==> src/rtl/core/bsr_pkg.sv <==
// ----------------------------------------------------------------------------
// bsr_pkg
// Shared types and constants for the Ritter bounding sphere block.
// ----------------------------------------------------------------------------
package bsr_pkg;

  localparam int MAX_VERTICES = 1024;
  localparam int ADDR_W       = $clog2(MAX_VERTICES);
  localparam int CNT_W        = $clog2(MAX_VERTICES + 1);
  localparam int COORD_W      = 32;
  localparam int RAD_W        = 31;

  // Distances fit in 33 bits: coordinate differences stay below 2^32.
  localparam int DIST_W       = 33;
  localparam int SUMSQ_W      = 66;
  localparam int REM_W        = 37;
  localparam int STEP_CNT_W   = 6;
  localparam int SQRT_STEPS   = SUMSQ_W / 2;
  localparam int DIV_STEPS    = 32;

  typedef enum logic {
    SSU_SQRT,
    SSU_DIV
  } ssu_mode_t;

  typedef struct packed {
    logic              start;
    ssu_mode_t         mode;
    logic [SUMSQ_W-1:0] a;   // radicand, or numerator in the low bits
    logic [DIST_W-1:0]  b;   // divisor
  } ssu_req_t;

  typedef struct packed {
    logic              done;
    logic [DIST_W-1:0] result;
  } ssu_rsp_t;

  typedef enum logic [4:0] {
    S_LOAD,
    S_P1_RD,
    S_P1_UPD,
    S_AXIS,
    S_A_RD,
    S_A_CAP,
    S_B_CAP,
    S_P2_RD,
    S_P2_CAP,
    S_SQ_MUL,
    S_SQ_ACC,
    S_ROOT_GO,
    S_ROOT_WAIT,
    S_ROOT_DONE,
    S_DIV_GO,
    S_DIV_WAIT,
    S_MV_MUL,
    S_MV_ACC,
    S_NEXT,
    S_OUT
  } state_t;

endpackage

==> src/rtl/core/bsr_ssu.sv <==
// ----------------------------------------------------------------------------
// bsr_ssu
// Shift-subtract unit: integer square root or fraction divide, one bit a cycle.
// ----------------------------------------------------------------------------
module bsr_ssu (
  input  logic              clk,
  input  logic              rst,
  input  bsr_pkg::ssu_req_t req,
  output bsr_pkg::ssu_rsp_t rsp
);
  import bsr_pkg::*;

  logic [REM_W-1:0]      rem;
  logic [DIST_W-1:0]     res;
  logic [SUMSQ_W-1:0]    rad;
  logic [STEP_CNT_W-1:0] cnt;
  logic                  busy;
  logic                  done;
  ssu_mode_t             mode;

  logic [REM_W-1:0] cur;
  logic [REM_W-1:0] trial;
  logic [REM_W-1:0] diff;
  logic             ge;

  // Square root brings down two radicand bits per step; the divide doubles
  // the remainder, with the divisor parked in the low radicand bits.
  always_comb begin
    if (mode == SSU_SQRT) begin
      cur   = {rem[REM_W-3:0], rad[SUMSQ_W-1 -: 2]};
      trial = {2'b00, res, 2'b01};
    end else begin
      cur   = {rem[REM_W-2:0], 1'b0};
      trial = {{(REM_W - DIST_W){1'b0}}, rad[DIST_W-1:0]};
    end
    ge   = (cur >= trial);
    diff = cur - trial;
  end

  always_ff @(posedge clk) begin
    if (rst) begin
      busy <= 1'b0;
      done <= 1'b0;
    end else begin
      done <= busy && (cnt == '0);
      if (req.start) begin
        busy <= 1'b1;
      end else if (busy && (cnt == '0)) begin
        busy <= 1'b0;
      end
    end
  end

  always_ff @(posedge clk) begin
    if (req.start) begin
      mode <= req.mode;
      res  <= '0;
      if (req.mode == SSU_SQRT) begin
        rem <= '0;
        rad <= req.a;
        cnt <= STEP_CNT_W'(SQRT_STEPS - 1);
      end else begin
        rem <= {{(REM_W - DIST_W){1'b0}}, req.a[DIST_W-1:0]};
        rad <= {{(SUMSQ_W - DIST_W){1'b0}}, req.b};
        cnt <= STEP_CNT_W'(DIV_STEPS - 1);
      end
    end else if (busy) begin
      rem <= ge ? diff : cur;
      res <= {res[DIST_W-2:0], ge};
      cnt <= cnt - 1'b1;
      if (mode == SSU_SQRT) begin
        rad <= {rad[SUMSQ_W-3:0], 2'b00};
      end
    end
  end

  assign rsp.done   = done;
  assign rsp.result = res;

endmodule

==> config.mk <==
export PLATFORM = sky130hd
export DESIGN_NAME = bsr_ssu
export DESIGN_NICKNAME = d
export VERILOG_FILES = /design/src/rtl/core/bsr_pkg.sv /design/src/rtl/core/bsr_ssu.sv
export SDC_FILE = /design/constraint.sdc
export NUM_CORES = 1
export LEC_CHECK = 0
export BUFFER_PORTS_ARGS = -buffer_cell sky130_fd_sc_hd__buf_2
export CAP_MARGIN = 20
export CORE_MARGIN = 4
export CORE_UTILIZATION = 45
export DETAILED_ROUTE_END_ITERATION = 8
export PLACE_DENSITY = 0.68
export SLEW_MARGIN = 20
export SYNTH_ARGS = -nofsm -noshare
export SYNTH_HDL_FRONTEND = slang
export SYNTH_SLANG_ARGS = --single-unit
export TNS_END_PERCENT = 20
==> constraint.sdc <==
create_clock -name clk -period 4.9 [get_ports clk]
set_input_delay 1.47 -clock clk [delete_from_list [all_inputs] [get_ports clk]]
set_output_delay 1.47 -clock clk [all_outputs]
set_load 0.01 [all_outputs]
* Yosys cells after proc, flatten, opt, wreduce, memory -nomap -nowiden
Cells that the tools add are included.
Word-level totals: register bits 144, bits of input ports 103, output and inout bits 34, logic and storage cells 31
Cells by class: add/sub/neg operators 2, order comparisons 1, equal/unequal tests 1, multiplexer cells 15, reductions and logical operators 5
Operator list (count):
- 66-bit two-way mux | 4
- 36-bit two-way mux | 3
- 37-bit by 35-bit greater-or-equal comparator with 1-bit output | 1
- 37-bit two-way mux | 1
- 36-bit by 35-bit subtractor with 36-bit output | 1
- 35-bit two-way mux | 1
- 33-bit two-way mux | 1
- 6-bit two-way mux | 3
- 6-bit zero test | 1
- 6-bit by 1-bit subtractor with 6-bit output, second input constant | 1
- 2-bit nonzero test | 2
- 1-bit two-way mux | 2
- 2-bit inequality test, second input constant | 1
- 2-bit AND reduction | 1
- 1-bit logical AND | 1

* Logic depth before layout (Yosys ltp)
Gate-level depths: netlist (run 1).
word-level depth 5, depth in mapped cells 18, gate-level depth less buffers 12

* Worst setup path after synthesis (run 1)
Ideal clock, no wire load.
path type register to register, start point register mode, end point register rem[34] (data pin), setup time 0.255 ns, arrival time 4.349 ns, required time 4.645 ns, slack 0.296 ns, stages on the path, launching flop included 16, path buffers 4, clock period less this slack 4.604 ns, cell sequence edfxtp_1 > buf_2 > clkbuf_1 > clkbuf_1 > buf_1 > nand2_1 > fa_1 > a211o_1 > a2111oi_4 > nor4_2 > o21bai_4 > a311oi_1 > a31oi_1 > a21oi_1 > or4_1 > and3_1
Between the ends: word-level cells in the longest chain between the ends 5, elaborated cells between the ends (all ways) 7, those cells by class 1 x add/sub; 1 x order compare; 5 x mux
RTL lines:
- start: declaration | RTL line bsr_ssu.sv:19 | ssu_mode_t mode;
- start signal: assignment | RTL line bsr_ssu.sv:56 | mode <= req.mode;
- 37-bit two-way mux or 35-bit two-way mux (tied branches) | RTL line bsr_ssu.sv:29 | if (mode == SSU_SQRT) begin
- 36-bit by 35-bit subtractor with 36-bit output or 37-bit by 35-bit greater-or-equal comparator with 1-bit output (tied branches) | RTL line bsr_ssu.sv:37, bsr_ssu.sv:36
- 36-bit two-way mux * | RTL line bsr_ssu.sv:68 | rem <= ge ? diff : cur;
- 36-bit two-way mux * | RTL line bsr_ssu.sv:67 | end else if (busy) begin
- 36-bit two-way mux * | RTL line bsr_ssu.sv:55 | if (req.start) begin
- end signal: assignment | RTL line bsr_ssu.sv:63 | rem <= {{(REM_W - DIST_W){1'b0}}, req.a[DIST_W-1:0]};
- end signal: assignment | RTL line bsr_ssu.sv:68
- end: declaration | RTL line bsr_ssu.sv:13 | logic [REM_W-1:0] rem;
Every way passes the cells marked *; elsewhere a longest branch is shown, timed or not. The select of a mux whose other input is x is not followed. A chain may end at the register's enable or synchronous reset.

* Worst setup path after layout (run 1)
start point register mode, end point register rem[19] (data pin)
Same word-level chain as after synthesis.

==> run_results.csv, run 1 <==
group,metric,value,unit
floorplanning,fp.dieW,151,um
detailed_routing,drtPass1Iterations,5,
sta,fin_ws,463,ps
power_and_ir_drop,peakVddDrop,0.276,mV
clock_tree,root_buffer,"clkbuf_16",
detailed_routing,drc,0,
global_route,antenna_found_initial,0,
synth,ys_warn_count,0,
run,max_cap_violations,0,
synth,synth_edf_count,109,
worst_hold_path,hold_class,"flop to flop",
synth,synthArstFlopShare,0,%
power_and_ir_drop,powerDensity,546,nW/um^2
floorplanning,die_h,151,um
synth,syn_area,9150,um^2
synth,yosys.area.top_type_share,35.8,%
synth,postSynthAreaPerCell,9.51,um^2
global_route,grt_usage,19.6,%
floorplanning,start_util,46.4,%
finish,final_layout_size_suffix_gt1_share,20.7,%
synth,synth.distinct_cells,59,
detailed_routing,ant_nets,0,
sta,fin_tns_setup,0,ps
global_route,use_met3,4.67,%
synth,synth.most_common_cell,"nor2_1",
sta,max_freq,225,MHz
clock_tree,cts-htree-levels,4,
floorplanning,die_area,22700,um^2
setup_path,start_kind,"flop",
sta,slew_viol_final,0,
sta,finalSetupViolations,0,
synth,ys_ff_latch,144,
sta,finalClockSkew,10.3,ps
detailed_routing,vias_per_cell,5.40,
global_route,grt_use_met2,30.9,%
synth,synthDominantAreaCellType,"edfxtp_1",
detailed_routing,drt_iter0_markers,434,
clock_tree,clkSinkCount,144,
global_route,grt_pass1_wl,35500,um
global_route,grt_max_degree,88,
placed_design,post-dp-hpwl,15500,um
detailed_routing,wl,22200,um
synth,postSynthCellCount,962,
global_route,grt_util_met1,26.6,%
sta,final_hold_viol_count,0,
synth,yosys-top-cells-area,"edfxtp_1, mux2i_1, dfxtp_1",
sta,rsz0062_at_grt,"no",
clock_tree,cts_buffers,17,
setup_path,criticalPathCategory,"flop to flop",
sta,max_slew.worst_pin.slew,1020,ps
finish,nFillCells,1827,
floorplanning,placement_rows,51,
clock_tree,clk_latency,430,ps
synth,syn_nets,1101,
clock_tree,clk_path_buf_depth,2,
finish,area_growth,16.8,%
sta,fin_crit_sh,90.5,%
detailed_routing,avgRoutedWirePerCell,16.4,um
outcome,outcome,"complete, no violations",
clock_tree,tritoncts,"built",
setup_path,crit_required,5070,ps
floorplanning,io_pins,137,
finish,antenna_cells,0,
global_route,grt_busiest_layer,"met2",
setup_path,end_kind,"flop",
setup_path,worst-path-max-fanout,32,
setup_path,cp.arrival,4600,ps
global_route,grt_pass1_vias,7068,
sta,slew-limit-headroom,31.9,%
synth,ys.flop_type,"edfxtp_1",
placed_design,port_buffers,136,
finish,fin_nets,1217,
synth,ys_seq_area_share,43.4,%
global_route,overflow,0,
placed_design,place.gp.congestion,0.919,
clock_tree,cts.clk_slew.worst_paths,70,ps
power_and_ir_drop,power_leakage,0.00459,uW
detailed_routing,vias,7320,
synth,synthTopCellsByCount,"nor2_1, edfxtp_1, mux2i_1, nand2_1, a21oi_1",
sta,period_minus_slack,4440,ps
placed_design,dp_worst_setup_slack,313,ps
floorplanning,coreArea,19700,um^2
[state kept, by name (all words and copies together), names as in the netlist]
name / count
busy: 1
cnt: 6
done: 1
mode: 1
rad: 66
rem: 36
res: 33
[kinds of logic after synthesis]
kind of cell	Yosys count	synth area share, %
DFF	144	43.4
adders and majority gates	36	5.00
AOI/OAI and AO/OA	238	15.4
and+or+nand+nor	266	12.6
xor gates and xnor gates	36	3.44
muxes	141	15.9
buffers and inverters	101	4.28
[worst paths after layout]
path,from,end,slack (ps),cells after the start
worst min register to register,res[32],res[32],540,2
worst max register to register,mode,rem[19],460,12
worst max-delay path,mode,rem[19],460,12
worst min-delay path,res[32],res[32],540,2
[worst max-delay path, stage by stage, from the launching register on]
cell	delay (ps)
edfxtp_1	560
buf_4	190
buf_4	390
mux2_2	400
ha_1	370
a21o_1	240
nor3b_1	230
o21ai_0	150
o22ai_1	370
o211a_2	510
buf_4	350
mux2i_1	270
o21ai_1	90
[power breakdown]
group / total (uW) / leakage (uW) / switching (uW) / internal (uW)
logic: 2800 / 0.00292 / 1590 / 1210
registers: 1710 / 0.00139 / 107 / 1610
clock network: 1330 / 0.000282 / 531 / 799
total: 5840 / 0.00459 / 2230 / 3610
[cell usage in the layout (no fill, tap or decap), types with 16 or more instances in the layout]
| cell | instances |
|---|---|
| a21o_1 | 16 |
| dfxtp_1 | 34 |
| nand2_1 | 92 |
| inv_1 | 44 |
| nor2_1 | 111 |
| ha_1 | 35 |
| o21ai_1 | 37 |
| buf_4 | 16 |
| xor2_1 | 17 |
| xnor2_1 | 19 |
| a21oi_1 | 85 |
| mux2i_1 | 108 |
| clkbuf_16 | 17 |
| mux2_2 | 33 |
| buf_2 | 135 |
| o21ai_0 | 47 |
| edfxtp_1 | 109 |
[per-stage QoR]
stage | power, uW | instances | cell area, um^2 | utilization, % | hold slack (ps)
final | 5840 | 1356 | 10700 | 54.2 | 543
after global routing | 6260 | 1356 | 10700 | 54.2 | 562
after CTS | 5840 | 1350 | 10600 | 54.0 | 528
after detailed placement | 4480 | 1318 | 10000 | 51.0 | 510
after global placement | 4440 | 1318 | 10000 | 51.0 | 499
after floorplan | 3920 | 962 | 9150 | - | 527
[layer usage]
metal	vias to the layer above	routed length, um
li1	3683	-
met1	3424	10300
met2	186	10300
met3	27	1350
met4	0	321
met5	-	0
[cell type report]
cell class                      count  area, um^2  area share [%]
Clock inverter                     14         165            1.54
Clock buffer                       18         429            4.01
Multi-Input combinational cell    717        4790            44.8
Timing Repair Buffer              153         827            7.74
Inverter                           45         169            1.58
Tap cell                          265         332            3.10
Sequential cell                   144        3980            37.2
[what timing repair did]
| item | CTS | global route |
|---|---|---|
| endpoints found under the setup margin | 0 | 1 |
| hold buffers | 0 | 0 |
| gates resized for setup | 0 | 0 |
| setup buffers | 0 | 6 |
Note: power is estimated with default switching activity, not from simulation.
==> run 2: changes to the inputs <==
- PLACE_DENSITY: 0.68 -> unset
- PLACE_DENSITY_LB_ADDON: unset -> 0.08
==> run 2 against run 1 <==
Compared with the run above:
- power shrank 0.92%
- worst setup slack gained 240 ps
- sequential share of layout area grew 0.22 points
- final cell count shrank 0.44%
- worst hold slack lost 21 ps
- sequential cell count is the same
- critical path depth grew 1
- design area shrank 0.60%
- clock skew grew 3.9 ps
==> run_results.csv, run 2 (synthesized netlist as in run 1, its figures left out) <==
group,metric,value,unit
sta,fin_ws,699,ps
outcome,outcome,"complete, no violations",
finish,nFillCells,1873,
sta,finalSetupViolations,0,
setup_path,criticalPathCategory,"flop to flop",
detailed_routing,ant_nets,0,
setup_path,crit_required,5050,ps
setup_path,reg2reg_slack,700,ps
clock_tree,cts_resized,0,
detailed_routing,vias_per_cell,5.30,
setup_path,worst-path-max-fanout,40,
detailed_routing,drtPass1Iterations,4,
clock_tree,cts.clk_slew.worst_paths,60,ps
sta,finalClockSkew,14.2,ps
sta,max_slew.worst_pin.slew,1050,ps
global_route,grt_pass1_wl,35900,um
placed_design,dpl_cell_area,10000,um^2
setup_path,cp.arrival,4350,ps
setup_path,r2r_end,"rem[0]",
sta,slew_viol_final,0,
clock_tree,clk_latency,430,ps
setup_path,critical-path-top-delay-family,"compound AO/OA/AOI/OAI gates",
clock_tree,root_buffer,"clkbuf_16",
power_and_ir_drop,power_leakage,0.00456,uW
power_and_ir_drop,peakVddDrop,0.272,mV
finish,fin_nets,1211,
setup_path,slowest_delay,450,ps
setup_path,startpoint,"mode",
worst_hold_path,hold_class,"flop to flop",
sta,holdWs,523,ps
finish,final_layout_size_suffix_gt1_share,20.6,%
sta,final_hold_viol_count,0,
setup_path,critPathCapture,"rem[0]",
clock_tree,cts-htree-levels,4,
finish,final_cell_mix,"buf_2, nor2_1, edfxtp_1",
placed_design,dp_worst_setup_slack,705,ps
detailed_routing,drt_iter0_markers,445,
global_route,overflow,0,
clock_tree,ctsHoldBuffers,0,
sta,rsz0062_at_grt,"no",
setup_path,end_kind,"flop",
floorplanning,die_area,22700,um^2
sta,period_minus_slack,4200,ps
detailed_routing,avgRoutedWirePerCell,16.2,um
clock_tree,postCtsSetupBuffers,0,
placed_design,port_buffers,136,
finish,area_growth,16.1,%
floorplanning,fp.dieW,151,um
setup_path,crit_buf_inv,2,
setup_path,start_kind,"flop",
setup_path,ff2ff_path_depth,13,
finish,top_register,"rad",
setup_path,crit_chain,"buf_12 > mux2_2 > ha_1 > o21a_1 > or2_1 > a31oi_1 > nor2_2 > o22ai_1 > o211a_2 > buf_4 > nor2_1 > a31oi_1 > o21ai_1",
global_route,grt_pass1_vias,7254,
floorplanning,io_pins,137,
sta,fin_tns_setup,0,ps
detailed_routing,wl,21900,um
floorplanning,start_util,46.4,%
setup_path,r2r_start,"mode",
global_route,grt_usage,19.6,%
floorplanning,coreArea,19700,um^2
finish,top_regs,"rad (66), rem (36), res (33)",
finish,antenna_cells,0,
power_and_ir_drop,powerDensity,544,nW/um^2
global_route,antenna_found_initial,0,
placed_design,place.gp.congestion,0.854,
run,max_cap_violations,0,
detailed_routing,drc,0,
clock_tree,cts_buffers,17,
global_route,grt_max_degree,73,
finish,finalInstanceArea,10600,um^2
clock_tree,clk_path_buf_depth,2,
clock_tree,clkSinkCount,144,
detailed_routing,vias,7158,
sta,fin_crit_sh,85.7,%
sta,slew-limit-headroom,30.3,%
finish,final_common_cell,"buf_2",
floorplanning,placement_rows,51,
setup_path,cp.depth,13,
setup_path,crit_top_cell,"a31oi_1",
placed_design,post-dp-hpwl,15300,um
floorplanning,die_h,151,um
sta,max_freq,238,MHz
clock_tree,tritoncts,"built",
finish,largest_reg_flops,66,
setup_path,cp_slowest_cell,"o211a_2",
## run 2: how the worst min path moves through the flow
stage,start,endpoint,cells past startpoint
after detailed placement,res[0],res[0],2
after global placement,res[0],res[0],2
after floorplan,res[0],res[0],2
final,res[0],res[0],2
after CTS,res[0],res[0],2
after global routing,res[0],res[0],2
## run 2: layout make-up
| cell class | instances | area [um^2] | area share (%) |
|---|---|---|---|
| multi-input cells | 717 | 4790 | 45.1 |
| well taps | 265 | 332 | 3.12 |
| repair buffers | 147 | 782 | 7.36 |
| clock buffers | 17 | 425 | 4.00 |
| inverters | 45 | 169 | 1.59 |
| clock inverters | 15 | 150 | 1.41 |
| flip-flops and latches | 144 | 3980 | 37.4 |
## run 2: report_power, final
| group | internal (uW) | switching [uW] | leakage [uW] |
|---|---|---|---|
| Combinational | 1200 | 1570 | 0.00289 |
| Sequential | 1610 | 102 | 0.00139 |
| Clock | 718 | 584 | 0.000281 |
| Total | 3530 | 2260 | 0.00456 |
## run 2: worst reg2reg max path, stage by stage (launching register included)
cell	delay, ps
edfxtp_1	430
buf_12	270
mux2_2	400
ha_1	350
o21a_1	250
or2_1	240
a31oi_1	320
nor2_2	130
o22ai_1	360
o211a_2	450
buf_4	350
nor2_1	90
a31oi_1	200
o21ai_1	90
## run 2: layer usage
layer	vias to the layer above	routed length [um]	share of wire, %	track usage (%)
met5	-	0	0	0
met4	0	156	0.71	4.62
met3	13	975	4.5	3.91
met2	135	10100	46	31.6
met1	3341	10700	49	27.3
li1	3669	-	-	-
## run 2: metrics by stage
step,utilization (%),instances,power (uW)
after floorplan,-,962,3920
after global placement,51.0,1318,4480
after detailed placement,51.0,1318,4490
after CTS,53.9,1350,5820
after global routing,53.9,1350,6260
final,53.9,1350,5790
